$ cat src/hw/rtl/mqrf_pkg.sv
// Shared types, sizes and codes for the multi-queue ring FIFO.
package mqrf_pkg;

    // Sizing of the queue bank
    localparam int QUEUE_SLOTS = 8;
    localparam int SLOT_DEPTH  = 16;
    localparam int ITEM_BITS   = 32;

    // Derived widths
    localparam int SLOT_W    = (QUEUE_SLOTS > 1) ? $clog2(QUEUE_SLOTS) : 1;
    localparam int PTR_W     = $clog2(SLOT_DEPTH);
    localparam int CAP_W     = $clog2(SLOT_DEPTH + 1);
    localparam int STORE_W   = (ITEM_BITS < 32) ? ITEM_BITS : 32;
    localparam int MEM_DEPTH = QUEUE_SLOTS * SLOT_DEPTH;
    localparam int ADDR_W    = $clog2(MEM_DEPTH);

    // Stream packing
    localparam int ID_W        = 32;
    localparam int DATA_W      = 32;
    localparam int LEN_W       = 5;
    localparam int STATUS_W    = 2;
    localparam int TUSER_W     = 2;
    localparam int IN_TDATA_W  = 72;
    localparam int OUT_TDATA_W = 72;
    localparam int IN_PAD_W    = IN_TDATA_W - ID_W - LEN_W - DATA_W;
    localparam int OUT_PAD_W   = OUT_TDATA_W - STATUS_W - ID_W - DATA_W;

    // Operation codes carried in tuser
    typedef enum logic [1:0] {
        KIND_CREATE  = 2'd0,
        KIND_DELETE  = 2'd1,
        KIND_SEND    = 2'd2,
        KIND_RECEIVE = 2'd3
    } kind_t;

    // Result status codes
    typedef enum logic [1:0] {
        ST_OK    = 2'd0,
        ST_ERR   = 2'd1,
        ST_EMPTY = 2'd2
    } status_t;

    // Controller states, one-hot
    typedef enum logic [2:0] {
        S_IDLE = 3'b001,
        S_EXEC = 3'b010,
        S_RESP = 3'b100
    } state_t;

    // Controller to datapath commands
    typedef struct packed {
        logic capture;
        logic exec;
        logic load_out;
    } cmd_t;

    // Datapath to controller status
    typedef struct packed {
        logic out_free;
    } stat_t;

endpackage

$ cat src/hw/rtl/mqrf_ctrl.sv
// Sequencing state machine: accept, execute, respond.
module mqrf_ctrl (
    input  logic          clk,
    input  logic          rst_n,
    input  logic          s_tvalid,
    output logic          s_tready,
    output mqrf_pkg::cmd_t cmd,
    input  mqrf_pkg::stat_t stat
);
    import mqrf_pkg::*;

    state_t state_reg;
    state_t state_next;

    // Next state and commands
    always_comb
    begin
        state_next  = state_reg;
        s_tready    = 1'b0;
        cmd         = '0;
        case (state_reg)
            S_IDLE:
            begin
                s_tready = 1'b1;
                if (s_tvalid)
                begin
                    cmd.capture = 1'b1;
                    state_next  = S_EXEC;
                end
            end
            S_EXEC:
            begin
                cmd.exec   = 1'b1;
                state_next = S_RESP;
            end
            S_RESP:
            begin
                if (stat.out_free)
                begin
                    cmd.load_out = 1'b1;
                    s_tready     = 1'b1;
                    if (s_tvalid)
                    begin
                        cmd.capture = 1'b1;
                        state_next  = S_EXEC;
                    end
                    else
                    begin
                        state_next = S_IDLE;
                    end
                end
            end
            default:
            begin
                state_next = S_IDLE;
            end
        endcase
    end

    // State register
    always_ff @(posedge clk or negedge rst_n)
    begin
        if (!rst_n)
        begin
            state_reg <= S_IDLE;
        end
        else
        begin
            state_reg <= state_next;
        end
    end

    // An accepted transaction is always executed next cycle
    a_accept_exec: assert property (@(posedge clk) disable iff (!rst_n)
        (s_tvalid && s_tready) |=> (state_reg == S_EXEC))
        else $error("accepted transaction not executed");

    // Results are only pushed into a free output register
    a_load_free: assert property (@(posedge clk) disable iff (!rst_n)
        cmd.load_out |-> stat.out_free)
        else $error("result loaded into occupied output register");

endmodule

$ cat config.mk
export PLATFORM = sky130hd
export DESIGN_NAME = mqrf_ctrl
export DESIGN_NICKNAME = d
export VERILOG_FILES = /design/src/hw/rtl/mqrf_pkg.sv /design/src/hw/rtl/mqrf_ctrl.sv
export SDC_FILE = /design/constraint.sdc
export NUM_CORES = 1
export LEC_CHECK = 0
export ABC_AREA = 1
export BUFFER_PORTS_ARGS = -buffer_cell sky130_fd_sc_hd__buf_2
export CAP_MARGIN = 20
export CELL_PAD_IN_SITES_DETAIL_PLACEMENT = 0
export CELL_PAD_IN_SITES_GLOBAL_PLACEMENT = 2
export CORE_AREA = 2 2 39 41
export CTS_BUF_LIST = sky130_fd_sc_hd__clkbuf_16
export DETAILED_ROUTE_END_ITERATION = 12
export DIE_AREA = 0 0 41 43
export PLACE_DENSITY = 0.56
export SLEW_MARGIN = 10
export SYNTH_ARGS = -nofsm -noshare
export SYNTH_HDL_FRONTEND = slang
export SYNTH_SLANG_ARGS = --single-unit
$ cat constraint.sdc
create_clock -name clk -period 1.05 [get_ports clk]
set_input_delay 0.105 -clock clk [delete_from_list [all_inputs] [get_ports clk]]
set_output_delay 0.105 -clock clk [all_outputs]
set_load 0.01 [all_outputs]
==> out/metrics.cfg, run 1 <==
[outcome]
status = finished, violations left
violations = negative setup slack

[routing]
antenna_left = 0
routed_via_density = 3.283
vias = 174
wl_um = 396
drc = 0
wl_per_cell_um = 7.472
dr.pass1.iters = 2
dr.first_iter.drc_count = 2

[clocking]
cts-htree-levels = 1
clock-root-buffer = clkbuf_16
cts_buffer_depth = 2
clk_pin_slew_ns = 0.03
cts_sinks = 3
cts_tree = done
cts_buffers = 3
clock_latency_ns = 0.22

[cells_and_area]
syn2layout_area_growth_pct = 106.1
largest_reg_flops = 3
nNetsFinal = 42
final_area_um2 = 340.3
diodes = 0
drive_above_1_share_pct = 51.35

[pwr]
clkPwrFrac_pct = 53.8
seqPwrFrac_pct = 19.1
comb_power_share_pct = 27.1
irDropWorstVdd_v = 0.0007524
p_sw_share_pct = 26.78
power.leakage_nw = 0.1832
internal_power_mw = 0.8045
power.density_mw_per_mm2 = 3229
power_switching_mw = 0.2943

[floorplan]
die_h_um = 43
start_util_pct = 11.93
die_w_um = 41
core_mm2 = 0.001384
rows = 14
die_area_mm2 = 0.001763
ioPinCount = 8

[timing]
period_needed_ns = 1.329
relSlewSlack_pct = 91.95
hold_viol = 0
fin_skew_ns = 0.001495
grt_setup_unrepaired = yes
fmax_mhz = 752.3
finalCritPeriodShare_pct = 126.6
timing.final.max_slew_violations = 0
timing.hold.ws_ns = 0.1007
tightestPinTransition_ns = 0.1199
finalSetupViolCount = 4
finalWorstSetupSlack_ns = -0.2792

[hold_path]
hold_path_class = input pin to flip-flop

[worst_setup_path]
cp_slowest_cell = dfstp_2
worstPathRequired_ns = 0.94
worst-path-buf-inv = 1
start_kind = flip-flop
slowest_delay_ns = 0.54
critPathTopFamily = flip-flops
cp_cell_sequence = nand3_1, o21ai_2, and2_1, buf_2
end_kind = output port
crit_fanout = 3
worstPathArrival_ns = 1.22
crit_type = flip-flop to output port

[logic_synthesis]
postSynthNetCount = 26
synth_cells = 22
synth-seq-cells = 3
synth-seq-area-share_pct = 46.21
yosysUniqueCellTypes = 11
synth.avg_cell_area_um2 = 7.507
synthTopCellsByArea = dfrtp_1 (30%), dfstp_2 (16%), inv_1 (9.1%)
yosys_warnings = 0
syn_area_um2 = 165.2
synth_area_leader_cell = dfrtp_1
post-synth-top-area-fraction_pct = 30.30

[global_routing]
grt_pass1_wl_um = 772
grt_overflow_total = 0
grt_usage_pct = 7.351
antenna_found_initial = 0
grt_pass1_vias = 189
grt_max_degree = 5

[place]
place_area_um2 = 235.2
place.gp.congestion = 0.6353
io_buffers = 7
hpwlAfterDp_um = 292.1

[flow_run]
drv_cap = 0

## cell usage after synthesis
| cell type | instances |
|---|---|
| inv_1 | 4 |
| nand2_1 | 4 |
| nor2_1 | 4 |
| and2_1 | 2 |
| dfrtp_1 | 2 |
| dfstp_2 | 1 |
| nand2_2 | 1 |
| nand3_1 | 1 |
| nor2_2 | 1 |
| o21ai_0 | 1 |
| o21ai_2 | 1 |
## logic make-up (layout without fill, tap and decap cells)
| family | count (synthesis) | after routing | share of synthesized area (%) |
|---|---|---|---|
| and+or+nand+nor | 13 | 13 | 36.36 |
| buffers and inverters | 4 | 19 | 9.088 |
| DFF | 3 | 3 | 46.22 |
| AOI/OAI and AO/OA | 2 | 2 | 8.331 |
## power groups by stage
stage	combinational [mW]	clock (mW)	sequential (mW)
after CTS	0.282	0.603	0.209
after detailed placement	0.265	0	0.209
final	0.298	0.592	0.210
after global routing	0.345	0.626	0.218
after global placement	0.263	0	0.208
after floorplan	0.175	0	0.203
## cells in the final DEF (no fill, tap or decap), types with 2 or more instances in the layout
cell type | Yosys | routed
nor2_2 | 1 | 2
dfrtp_1 | 2 | 2
buf_4 | 0 | 3
clkbuf_16 | 0 | 3
and2_1 | 2 | 2
inv_1 | 4 | 4
buf_2 | 0 | 6
nor2_1 | 4 | 3
nand2_1 | 4 | 4
## path summary, 6_finish.rpt
check	startpoint	endpoint	slack, ns	depth (start not counted)
max in group asynchronous	rst_n	state_reg[0]	0.65	2
hold reg to reg	state_reg[2]	state_reg[0]	0.68	5
setup / recovery	state_reg[0]	cmd[2]	-0.28	4
hold / removal	stat	state_reg[2]	0.10	2
setup reg to reg	state_reg[0]	state_reg[1]	0.06	4
min in group asynchronous	rst_n	state_reg[1]	0.21	2
## area by class of cell
| class | count | area (µm²) |
|---|---|---|
| fillers | 157 | 1044 |
| flip-flops and latches | 3 | 76.32 |
| multi-input cells | 15 | 76.32 |
| clock buffers | 3 | 75.07 |
| repair buffers | 11 | 73.82 |
| well taps | 16 | 20.02 |
| inverters | 4 | 15.01 |
| clock inverters | 1 | 3.754 |
## stage by stage
step,setup slack [ns],setup TNS [ns],power (mW),cells,utilization (%)
5_1_grt,-0.3680,-1.057,1.189,53,24.59
6_report,-0.2792,-0.7628,1.099,53,24.59
2_1_floorplan,0.01915,0,0.3781,22,-
3_5_place_dp,-0.04505,-0.04505,0.4740,47,17.00
4_1_cts,-0.2877,-0.7925,1.094,53,23.96
3_3_place_gp,-0.04593,-0.04593,0.4710,47,17.00
## what timing repair did
action,in CTS,in global routing
hold buffers,1,0
buffers inserted,1,0
resized for setup,0,4
endpoints found under the hold margin,3,0
endpoints found under the setup margin,4,7
cloned,0,0
## routing by layer
layer	GRT usage [%]	up-vias	wire length [µm]
li1	-	95	-
met1	9.740	72	201
met2	6.875	7	165
met3	4.712	0	29
met4	8.000	0	0
met5	0	-	0
(Power assumes the default switching activity.)
==> run 2, diff against run 1 <==
ABC_AREA = 0   (was 1)
HOLD_SLACK_MARGIN = 0.03   (was unset)
PLACE_DENSITY = 0.54   (was 0.56)
==> run 2 against run 1 <==
The flow still finishes with violations (negative setup slack); combinational power is 44% higher; first-iteration DRC count fell by 100%; synthesized cell count fell by 23%; sequential power rose by 3%; die area unchanged; cell area grew 15%; routed wire length grew 21%; largest power group unchanged.
==> out/metrics.cfg, run 2 <==
[logic_synthesis]
synthTopCellsByArea = dfrtp_1 (28%), dfstp_2 (15%), nor3b_1 (8.5%)
postSynthNetCount = 21  ; -19%
syn_area_um2 = 177.7  ; +7.6%
synth-seq-area-share_pct = 42.96  ; -3.3 points
synth_edf_count = 0  ; unchanged
yosysUniqueCellTypes = 13  ; +2
post-synth-top-area-fraction_pct = 28.17  ; -2.1 points
async_reset_ff_share_pct = 100.0  ; unchanged
yosys_warnings = 0  ; unchanged
synth.avg_cell_area_um2 = 10.45  ; +39%
synth-seq-cells = 3  ; unchanged
synth_commonest_cells = dfrtp_1 (2), nor2_1 (2), nor2b_1 (2), nor3b_1 (2)
synth_cells = 17  ; -23%
synth_area_leader_cell = dfrtp_1
yosys_most_used_dff = dfrtp_1

[worst_setup_path]
slowest_delay_ns = 0.54  ; about the same
r2r-end = state_reg[2]
r2r_cells = 3  ; -1
r2r_setup_slack_ns = -0.03  ; -0.09 ns
worst-path-buf-inv = 1  ; unchanged
cp_slowest_cell = dfstp_2
critPathTopFamily = flip-flops
worstPathArrival_ns = 1.25  ; +0.03 ns
start_kind = flip-flop
crit_fanout = 3  ; unchanged
cp_cell_sequence = nor2b_2, mux2i_2, nor3b_2, buf_2
worstPathRequired_ns = 0.94  ; about the same
worstReg2RegStart = state_reg[1]
end_kind = output port
startpoint = state_reg[0]
crit_type = flip-flop to output port

[hold_path]
hold_path_class = input pin to flip-flop
worstHoldStart = s_tvalid
hold_path_end = state_reg[1]
min_path_cells = 2  ; unchanged

[cells_and_area]
syn2layout_area_growth_pct = 120.4
final_common_cell = buf_2
layout_common_cells = buf_2 (5), clkbuf_16 (3), buf_6 (3)
stdcell_count = 48  ; -9.4%
drive_above_1_share_pct = 71.88  ; +21 points
largest_reg_flops = 3  ; unchanged
ff_latch_area_um2 = 77.57  ; +1.6%
diodes = 0  ; unchanged
fillers = 148  ; -5.7%
multi_input_area_um2 = 131.4  ; +72%
nNetsFinal = 37  ; -12%
final_area_um2 = 391.6  ; +15%

[pwr]
seqPwrFrac_pct = 17.5  ; -1.6 points
p_total_mw = 1.237  ; +13%
power_switching_mw = 0.3389  ; +15%
comb_power_share_pct = 34.7  ; +7.6 points
irDropWorstVdd_v = 0.001344  ; +79%
power.leakage_nw = 0.1688  ; -7.9%
internal_power_mw = 0.8980  ; +12%
power.density_mw_per_mm2 = 3158  ; -2.2%
p_sw_share_pct = 27.40  ; +0.62 points
clkPwrFrac_pct = 47.7  ; -6.1 points

[timing]
timing.hold.ws_ns = 0.1840  ; +0.08330 ns
grt_setup_unrepaired = yes
fin_skew_ns = 0.0005249  ; -0.0009704 ns
relSlewSlack_pct = 83.15  ; -8.8 points
period_needed_ns = 1.351  ; +0.02222 ns
finalSetupViolCount = 5  ; +1
finalWorstSetupSlack_ns = -0.3014  ; -0.02222 ns
timing.final.max_slew_violations = 0  ; unchanged
tightestPinTransition_ns = 0.2492  ; +0.1293 ns
hold_viol = 0  ; unchanged
fmax_mhz = 740.0  ; -1.6%
finalCritPeriodShare_pct = 128.7  ; +2.1 points

[place]
pre_cts_ws_ns = -0.1081  ; -0.06304 ns
hpwlAfterDp_um = 320.9  ; +9.9%
place.gp.congestion = 0.5506  ; -13%
io_buffers = 7  ; unchanged
place_area_um2 = 252.7  ; +7.4%
dp.cells = 42  ; -11%

[clocking]
clk_pin_slew_ns = 0.03  ; about the same
cts_tree = done
cts_buffer_depth = 2  ; unchanged
clock_latency_ns = 0.22  ; about the same
cts-htree-levels = 1  ; unchanged
cts_buffers = 3  ; unchanged
cts_sinks = 3  ; unchanged
clock-root-buffer = clkbuf_16

[global_routing]
grt_pass1_vias = 212  ; +12%
grt_pass1_wl_um = 828  ; +7.3%
antenna_found_initial = 0  ; unchanged
grt_usage_pct = 7.754  ; +0.40 points
grt_max_degree = 7  ; +2
grt_overflow_total = 0  ; unchanged

[routing]
wl_um = 478  ; +21%
dr.pass1.iters = 1  ; -1
dr.first_iter.drc_count = 0  ; -2
routed_via_density = 3.917  ; +19%
antenna_left = 0  ; unchanged
drc = 0  ; unchanged
wl_per_cell_um = 9.958  ; +33%
vias = 188  ; +8.0%

[floorplan]
rows = 14  ; unchanged
die_area_mm2 = 0.001763  ; unchanged
core_mm2 = 0.001384  ; unchanged
start_util_pct = 12.84  ; +0.90 points
die_h_um = 43  ; unchanged
ioPinCount = 8  ; unchanged
die_w_um = 41  ; unchanged

[outcome]
violations = negative setup slack
status = finished, violations left

[flow_run]
drv_cap = 0  ; unchanged

==> run 2: cell count changes after synthesis, moves of 2 or more <==
| cell | change |
|---|---|
| nor2_1 | -2 |
| nor3b_1 | +2 |
| nand2_1 | -4 |
| nor2b_1 | +2 |
| inv_1 | -4 |
| and2_1 | -2 |
==> run 2: metrics by stage <==
step	utilization, %	TNS [ns]
6_report	28.30	-0.9124
5_1_grt	28.30	-1.248
4_1_cts	27.76	-0.9931
3_5_place_dp	18.26	-0.2120
3_3_place_gp	18.26	-0.1962
2_1_floorplan	-	0
==> run 2: final cells by class <==
class                   instances  share of cell area, %
well taps                      16                  5.112
repair buffers                 11                  21.41
flip-flops and latches          3                  19.81
multi-input cells              14                  33.55
clock buffers                   3                  19.17
clock inverters                 1                 0.9585
==> run 2: cell families after synthesis <==
group | Yosys count | share of synthesized area [%]
simple gates | 12 | 48.59
flops | 3 | 42.96
compound gates | 1 | 2.814
mux | 1 | 5.634
==> run 2: per-layer routing <==
metal  part of all wire, %  GRT usage [%]  vias up
li1                      -              -       91
met2                    42          9.375       11
met3                    14          5.759        2
met5                     0              0        -
met1                    41          7.792       84
met4                   3.1          8.000        0
==> run 2: what timing repair did <==
action                                 4_1_cts  5_1_grt
buffers inserted                             1        0
setup endpoints to repair                    5        7
gates resized for setup                      7        3
gates cloned                                 0        0
pin swaps                                    4        1
hold buffers                                 1        0
endpoints found under the hold margin        3        0
==> run 2: worst max-delay path by stage <==
stage | cells after the start | slack, ns | end
2_1_floorplan | 3 | 0.01 | s_tready
3_3_place_gp | 4 | -0.1 | cmd[2]
3_5_place_dp | 4 | -0.11 | cmd[2]
4_1_cts | 4 | -0.34 | cmd[2]
5_1_grt | 4 | -0.36 | cmd[2]
6_report | 4 | -0.30 | cmd[2]
==> run 2: power groups by stage <==
stage	Sequential (mW)	Clock (mW)	Combinational [mW]
global placement	0.214	0	0.301
detailed placement	0.214	0	0.304
floorplan	0.221	0	0.160
finish	0.217	0.591	0.429
CTS	0.206	0.603	0.418
global route	0.224	0.628	0.470
